### config.mk
export PLATFORM = sky130hd
export DESIGN_NAME = ssr_ctrl
export DESIGN_NICKNAME = d
export VERILOG_FILES = /design/src/rtl/core/ssr_pkg.sv /design/src/rtl/core/ssr_ctrl.sv
export SDC_FILE = /design/constraint.sdc
export NUM_CORES = 1
export LEC_CHECK = 0
export ABC_AREA = 0
export ABC_CLOCK_PERIOD_IN_PS = 3600
export BUFFER_PORTS_ARGS = -buffer_cell sky130_fd_sc_hd__buf_2
export CAP_MARGIN = 20
export CORE_AREA = 5 5 42 44
export DETAILED_ROUTE_END_ITERATION = 10
export DIE_AREA = 0 0 47 49
export GPL_ROUTABILITY_DRIVEN = 0
export SYNTH_ARGS = -nofsm -noshare
export SYNTH_HDL_FRONTEND = slang
export SYNTH_SLANG_ARGS = --single-unit
### constraint.sdc
create_clock -name clk_i -period 3.6 [get_ports clk_i]
set_clock_uncertainty 0.1 [all_clocks]
set_input_delay 0.36 -clock clk_i [delete_from_list [all_inputs] [get_ports clk_i]]
set_output_delay 0.36 -clock clk_i [all_outputs]
set_load 0.05 [all_outputs]
### src/rtl/core/ssr_pkg.sv
package ssr_pkg;

  localparam int unsigned DefCapacity    = 1024;
  localparam int unsigned DefHandleWidth = 32;

  typedef enum logic [1:0] {
    MODE_ADD    = 2'd0,
    MODE_REMOVE = 2'd1,
    MODE_FIND   = 2'd2,
    MODE_CLEAR  = 2'd3
  } mode_e;

  typedef enum logic [2:0] {
    STATUS_OK      = 3'd0,
    STATUS_PRESENT = 3'd1,
    STATUS_ABSENT  = 3'd2,
    STATUS_INVALID = 3'd3,
    STATUS_FULL    = 3'd4
  } status_e;

  typedef enum logic [2:0] {
    ST_INIT,
    ST_IDLE,
    ST_EXEC,
    ST_REM2,
    ST_CLEAR,
    ST_CLR_RESP
  } state_e;

  // controller -> datapath
  typedef struct packed {
    logic ready;     // input side may take an item
    logic accept;    // item taken this cycle
    logic commit;    // apply the lookup result, load output
    logic rem_fin;   // second map write of a remove
    logic sweep;     // clear one map entry
    logic clr_resp;  // finish a clear, load output
  } cmd_t;

  // datapath -> controller
  typedef struct packed {
    logic in_clear;    // incoming item is a clear
    logic need_rem2;   // the pending remove needs its second map write
    logic sweep_last;  // sweep is at the last map entry
    logic out_free;    // output register can take a result
  } sts_t;

endpackage

### src/rtl/core/ssr_ctrl.sv
module ssr_ctrl (
  input  logic          clk_i,
  input  logic          rst_ni,
  input  logic          in_valid_i,
  input  ssr_pkg::sts_t sts_i,
  output ssr_pkg::cmd_t cmd_o
);
  import ssr_pkg::*;

  state_e state_q, state_d;

  always_ff @(posedge clk_i or negedge rst_ni) begin
    if (!rst_ni) begin
      state_q <= ST_INIT;
    end else begin
      state_q <= state_d;
    end
  end

  always_comb begin
    state_d = state_q;
    cmd_o   = '0;
    unique case (state_q)
      ST_INIT: begin
        cmd_o.sweep = 1'b1;
        if (sts_i.sweep_last) state_d = ST_IDLE;
      end
      ST_IDLE: begin
        cmd_o.ready = 1'b1;
        if (in_valid_i) begin
          cmd_o.accept = 1'b1;
          state_d      = sts_i.in_clear ? ST_CLEAR : ST_EXEC;
        end
      end
      ST_EXEC: begin
        if (sts_i.out_free) begin
          cmd_o.commit = 1'b1;
          state_d      = sts_i.need_rem2 ? ST_REM2 : ST_IDLE;
        end
      end
      ST_REM2: begin
        cmd_o.rem_fin = 1'b1;
        state_d       = ST_IDLE;
      end
      ST_CLEAR: begin
        cmd_o.sweep = 1'b1;
        if (sts_i.sweep_last) state_d = ST_CLR_RESP;
      end
      ST_CLR_RESP: begin
        if (sts_i.out_free) begin
          cmd_o.clr_resp = 1'b1;
          state_d        = ST_IDLE;
        end
      end
      default: state_d = ST_INIT;
    endcase
  end

endmodule

==> qor.yml, run 1 <==
rows: 14
worst_slew_pin_slew_ps: 332
port_buffers: 12
routed_wl_um: 665
seq_area_frac_synth_pct: 30.3
drtIter0Drc: 1
slew_viol_final: 0
setup_viol: 0
start_kind: "flip-flop"
worstPathCellList: "nor2b_1 -> nor2b_1 -> and2_1 -> buf_2"
crit_required_ps: 3140
finalHoldViolCount: 0
drc: 0
cpPeakStageDelay_ps: 490
cts_root_buf: "clkbuf_4"
yosysUniqueCellTypes: 20
grt_setup_unrepaired: "false"
top_register: "state_q"
peakVddDrop_v: 0.000324
netlist_instances: 26
synth_nets: 33
antenna_found_initial: 0
syn2layout_area_growth_pct: 45.5
syn_avg_cell_area_um2: 9.53
dpl.hpwl_um: 486
ys_ff_latch: 3
ys_warn_count: 0
cts_resized: 0
cts_sinks: 3
cpLargestDelayFamily: "simple AND/OR/NAND/NOR gates"
hold_ws_ps: 310
grt_usage_pct: 7.55
period_needed_ps: 2010
crit_arrival_ps: 1550
core_area_um2: 1400
final_nets: 50
drt_first_pass_iters: 4
outcome: "completed"
largestRegisters: "state_q x3"
cp-end-kind: "output pin"
final_cell_area_um2: 360
tritoncts: "built"
max_freq_mhz: 496
layout-drive-gt1-share_pct: 42.9
postCtsSetupBuffers: 0
hold_path.class: "in -> reg"
drtAntennaViolNets: 0
slowest_stage: "dfrtp_1"
synth_area_leader_cell: "dfrtp_1"
ctsHoldBuffers: 1
path_clk_slew_ps: 40
synthDominantCellAreaShare_pct: 30.3
tns_ps: 0
critical_path_class: "reg -> out"
numCtsBuffers: 3
place_area_um2: 324
grt_overflow: 0
grt_max_degree: 14
clockBufferDepth: 2
synth.area.top_cells: "dfrtp_1 30%, and2_1 7.6%, nand3b_1 6.1%"
ios: 13
syn_area_um2: 248
die_h_um: 49
crit_fanout: 10
grt_pass1_wl_um: 1110
fin_util_pct: 25.7
placed_cells: 53
dieArea_um2: 2300
largest_reg_flops: 3
slew_headroom_pct: 77.8
crit_path_frequent_cell: "nor2b_1"
grt_pass1_vias: 245
dieWidth_um: 47
min_period_over_period_pct: 56.0
p_leak_uw: 0.000163
power.density_nw_per_um2: 904
initial_core_util_pct: 17.7
path_buf_inv: 1
avgRoutedWirePerCell_um: 11.5
cap_viol_max_count: 0
clk_latency_ps: 240
vias: 264
viasPerCell: 4.55
instances_no_fill: 58
htree_levels: 1
diodes: 0
## cells in the mapped netlist
| master | n |
|---|---|
| or3_1 | 1 |
| nor2b_1 | 2 |
| o21a_1 | 1 |
| inv_1 | 1 |
| nor3b_1 | 1 |
| and4bb_2 | 1 |
| clkbuf_1 | 1 |
| o21ai_0 | 1 |
| o211ai_1 | 1 |
| o2bb2ai_1 | 1 |
| and2_1 | 3 |
| nor2_1 | 1 |
| dfrtp_1 | 3 |
| o32ai_1 | 1 |
| mux2_1 | 1 |
| o31ai_1 | 1 |
| o211ai_2 | 1 |
| nand3b_1 | 2 |
| or4b_4 | 1 |
| nand2b_1 | 1 |
## per-stage QoR
step	setup WS, ps	total power (µW)
floorplan	1180	222
global placement	1860	262
detailed placement	1840	262
CTS	1580	327
global route	1430	350
finish	1590	326
## cell families after synthesis
logic type | after synthesis | share of synthesized area, %
muxes | 1 | 4.55
AOI/OAI and AO/OA | 7 | 23.2
and+or+nand+nor | 13 | 38.9
DFF | 3 | 30.3
buffers and inverters | 2 | 3.03
## per-layer routing
metal	vias to the layer above	wire [µm]	global-route usage [%]	part of all wire, %
li1	131	-	-	-
met1	119	284	8.17	43
met2	12	289	7.92	43
met3	2	66	7.38	9.9
met4	0	24	6.91	3.6
met5	-	0	0	0
## power breakdown
group / internal, µW / total (µW) / leakage, µW / switching, µW
clock: 41.8 / 63.9 / 0.0000150 / 22.0
sequential: 47.0 / 76.4 / 0.0000376 / 29.4
combinational: 62.6 / 185 / 0.000111 / 123
total: 151 / 326 / 0.000163 / 174
## cells in the final DEF (no fill, tap or decap), types with 2 or more instances in the layout
cell type   n
dfrtp_1     3
nand3b_1    2
and2_1      3
buf_2      12
clkbuf_4    3
nor2b_1     2
## layout make-up
| type | instances | area (µm²) |
|---|---|---|
| flip-flops and latches | 3 | 75.1 |
| multi-input cells | 21 | 165 |
| fillers | 166 | 1040 |
| clock buffers | 4 | 26.3 |
| well taps | 16 | 20.0 |
| repair buffers | 13 | 70.1 |
| inverters | 1 | 3.75 |
## worst reg2reg max path: stages, from the launching register on
cell and delay, ps:
dfrtp_1 530, or4b_4 530, o211ai_2 100, o32ai_1 110
## path summary, 6_finish.rpt
path / slack (ps) / cells past startpoint / from / end
setup / recovery: 1590 / 4 / state_q[0]$_DFFE_PN0P_ / cmd_o[4]
hold / removal: 310 / 3 / sts_i[3] / state_q[2]$_DFFE_PN0P_
setup reg to reg: 2100 / 3 / state_q[1]$_DFFE_PN0P_ / state_q[2]$_DFFE_PN0P_
hold reg to reg: 490 / 1 / state_q[2]$_DFFE_PN0P_ / state_q[1]$_DFFE_PN0P_
max in group asynchronous: 2950 / 2 / rst_ni / state_q[1]$_DFFE_PN0P_
min in group asynchronous: 340 / 2 / rst_ni / state_q[0]$_DFFE_PN0P_
No activity file was read; power rests on OpenSTA's default activity.
==> inputs of run 2 (changes only) <==
ABC_CLOCK_PERIOD_IN_PS = 1700   (was 3600)
clock period = 1.7 ns   (was 3.6 ns; I/O delays follow)
==> qor.yml, run 2 (synthesized netlist as in run 1, its figures left out) <==
outcome: "completed"  # unchanged
clk_latency_ps: 240  # about the same
finalHoldViolCount: 0  # unchanged
diodes: 0  # unchanged
path_buf_inv: 2  # was 1
slowest_stage: "dfrtp_1"  # unchanged
hold_path.class: "in -> reg"  # unchanged
routed_wl_um: 698  # was 665 µm
htree_levels: 1  # unchanged
worstRegToRegCells: 4  # was 3
cts_sinks: 3  # unchanged
layout_commonest_cell: "buf_2"  # unchanged
die_h_um: 49  # unchanged
numCtsBuffers: 3  # unchanged
start_kind: "flip-flop"  # unchanged
dieArea_um2: 2300  # unchanged
drtAntennaViolNets: 0  # unchanged
clockBufferDepth: 2  # unchanged
min_period_over_period_pct: 93.9
ios: 13  # unchanged
r2r_slack_ps: 140  # was 2100 ps
layout_common_cells: "11 x buf_2, 4 x buf_4, 3 x and2_1, 3 x clkbuf_4"  # was 12 x buf_2, 3 x and2_1, 3 x clkbuf_4, 3 x dfrtp_1
placed_cells: 55  # was 53
worst_hold_startpoint: "sts_i[0]"  # was sts_i[3]
fin_ws_ps: 104  # was 1590 ps
crit_fanout: 6  # was 10
worst-path-stages: 4  # unchanged
grt_pass1_wl_um: 1150  # was 1110 µm
setup_viol: 0  # unchanged
whs_path_depth: 3  # unchanged
cpPeakStageDelay_ps: 440  # was 490 ps
crit_required_ps: 1430  # was 3140 ps
syn2layout_area_growth_pct: 59.1  # was 45.5%
drt_first_pass_iters: 2  # was 4
rows: 14  # unchanged
dpl.hpwl_um: 529  # was 486 µm
path_clk_slew_ps: 40  # about the same
avgRoutedWirePerCell_um: 11.4  # was 11.5 µm
port_buffers: 12  # unchanged
slew_viol_final: 0  # unchanged
top_register: "state_q"  # unchanged
cp-end-kind: "output pin"  # unchanged
drtIter0Drc: 7  # was 1
worst_slew_pin_slew_ps: 245  # was 332 ps
slew_headroom_pct: 83.7  # was 77.8%
p_leak_uw: 0.000180  # was 0.000163 µW
hold_ws_ps: 135  # was 310 ps
vias: 273  # was 264
crit_arrival_ps: 1330  # was 1550 ps
final_nets: 53  # was 50
dp_slack_ps: 243  # was 1840 ps
hold_end: "state_q[0]$_DFFE_PN0P_"  # was state_q[2]$_DFFE_PN0P_
regToRegStartpoint: "state_q[0]$_DFFE_PN0P_"  # was state_q[1]$_DFFE_PN0P_
layout-drive-gt1-share_pct: 53.3  # was 42.9%
grt_pass1_vias: 273  # was 245
cts_root_buf: "clkbuf_4"  # unchanged
viasPerCell: 4.48  # was 4.55
core_area_um2: 1400  # unchanged
cap_viol_max_count: 0  # unchanged
power.density_nw_per_um2: 1910  # was 904 nW/µm²
grt_overflow: 0  # unchanged
period_needed_ps: 1600
grt_setup_unrepaired: "false"  # unchanged
cpLargestDelayFamily: "flip-flops"  # was simple AND/OR/NAND/NOR gates
instances_no_fill: 61  # was 58
drc: 0  # unchanged
initial_core_util_pct: 17.7  # unchanged
max_freq_mhz: 627
critical_path_class: "reg -> out"  # unchanged
antenna_found_initial: 0  # unchanged
tritoncts: "built"  # unchanged
place_area_um2: 347  # was 324 µm²
grt_max_degree: 11  # was 14
final_cell_area_um2: 394  # was 360 µm²
peakVddDrop_v: 0.000783  # was 0.000324 V
largestRegisters: "state_q x3"  # unchanged
worstPathCellList: "nor2b_1 -> buf_4 -> and2_1 -> buf_2"  # was nor2b_1 -> nor2b_1 -> and2_1 -> buf_2
dieWidth_um: 47  # unchanged
grt_usage_pct: 7.34  # was 7.55%
largest_reg_flops: 3  # unchanged
timing.rr.end: "state_q[2]$_DFFE_PN0P_"  # unchanged
[run 2: repair_timing]
action,CTS,global route
setup buffers,0,1
hold buffers,1,0
endpoints found under the hold margin,3,0
gates resized for setup,1,2
setup endpoints to repair,1,1
[run 2: stage by stage]
| step | TNS, ps | util [%] | power (µW) |
|---|---|---|---|
| 2_1_floorplan | -246 | - | 479 |
| 3_3_place_gp | 0 | 24.7 | 592 |
| 3_5_place_dp | 0 | 24.7 | 595 |
| 4_1_cts | 0 | 27.4 | 736 |
| 5_1_grt | 0 | 28.1 | 812 |
| 6_report | 0 | 28.1 | 751 |
[run 2: area by class of cell]
class / instances / area (µm²)
clock buffers: 4 / 26.3
multi-input cells: 21 / 173
flip-flops and latches: 3 / 76.3
inverters: 1 / 3.75
well taps: 16 / 20.0
fillers: 155 / 1010
repair buffers: 16 / 95.1
[run 2: routing by layer]
metal	up-vias	track usage, %	routed length, µm
met3	0	5.90	56
li1	136	-	-
met5	-	0	0
met2	13	9.50	304
met4	0	2.76	0
met1	124	8.85	337
[run 2: worst max path at each step]
| stage | from | to | slack (ps) |
|---|---|---|---|
| CTS | state_q[0]$_DFFE_PN0P_ | cmd_o[4] | 50 |
| detailed placement | state_q[0]$_DFFE_PN0P_ | cmd_o[4] | 240 |
| floorplan | state_q[0]$_DFFE_PN0P_ | cmd_o[4] | -250 |
| global placement | state_q[0]$_DFFE_PN0P_ | state_q[2]$_DFFE_PN0P_ | 260 |
| global route | state_q[2]$_DFFE_PN0P_ | cmd_o[4] | 3 |
| finish | state_q[2]$_DFFE_PN0P_ | cmd_o[2] | 100 |
[run 2: where the power goes]
group | total (µW) | switching, µW | internal, µW | leakage, µW
combinational | 472 | 291 | 181 | 0.000128
sequential | 150 | 47.3 | 102 | 0.0000367
clock | 129 | 40.8 | 88.2 | 0.0000150
[run 2: worst register-to-register path, delay by kind of cell (launching register included)]
family	cells	cell delay (ps)
AND/OR/NAND/NOR	1	540
flip-flops	1	430
AO/OA/AOI/OAI	2	210
buffers and inverters	1	150
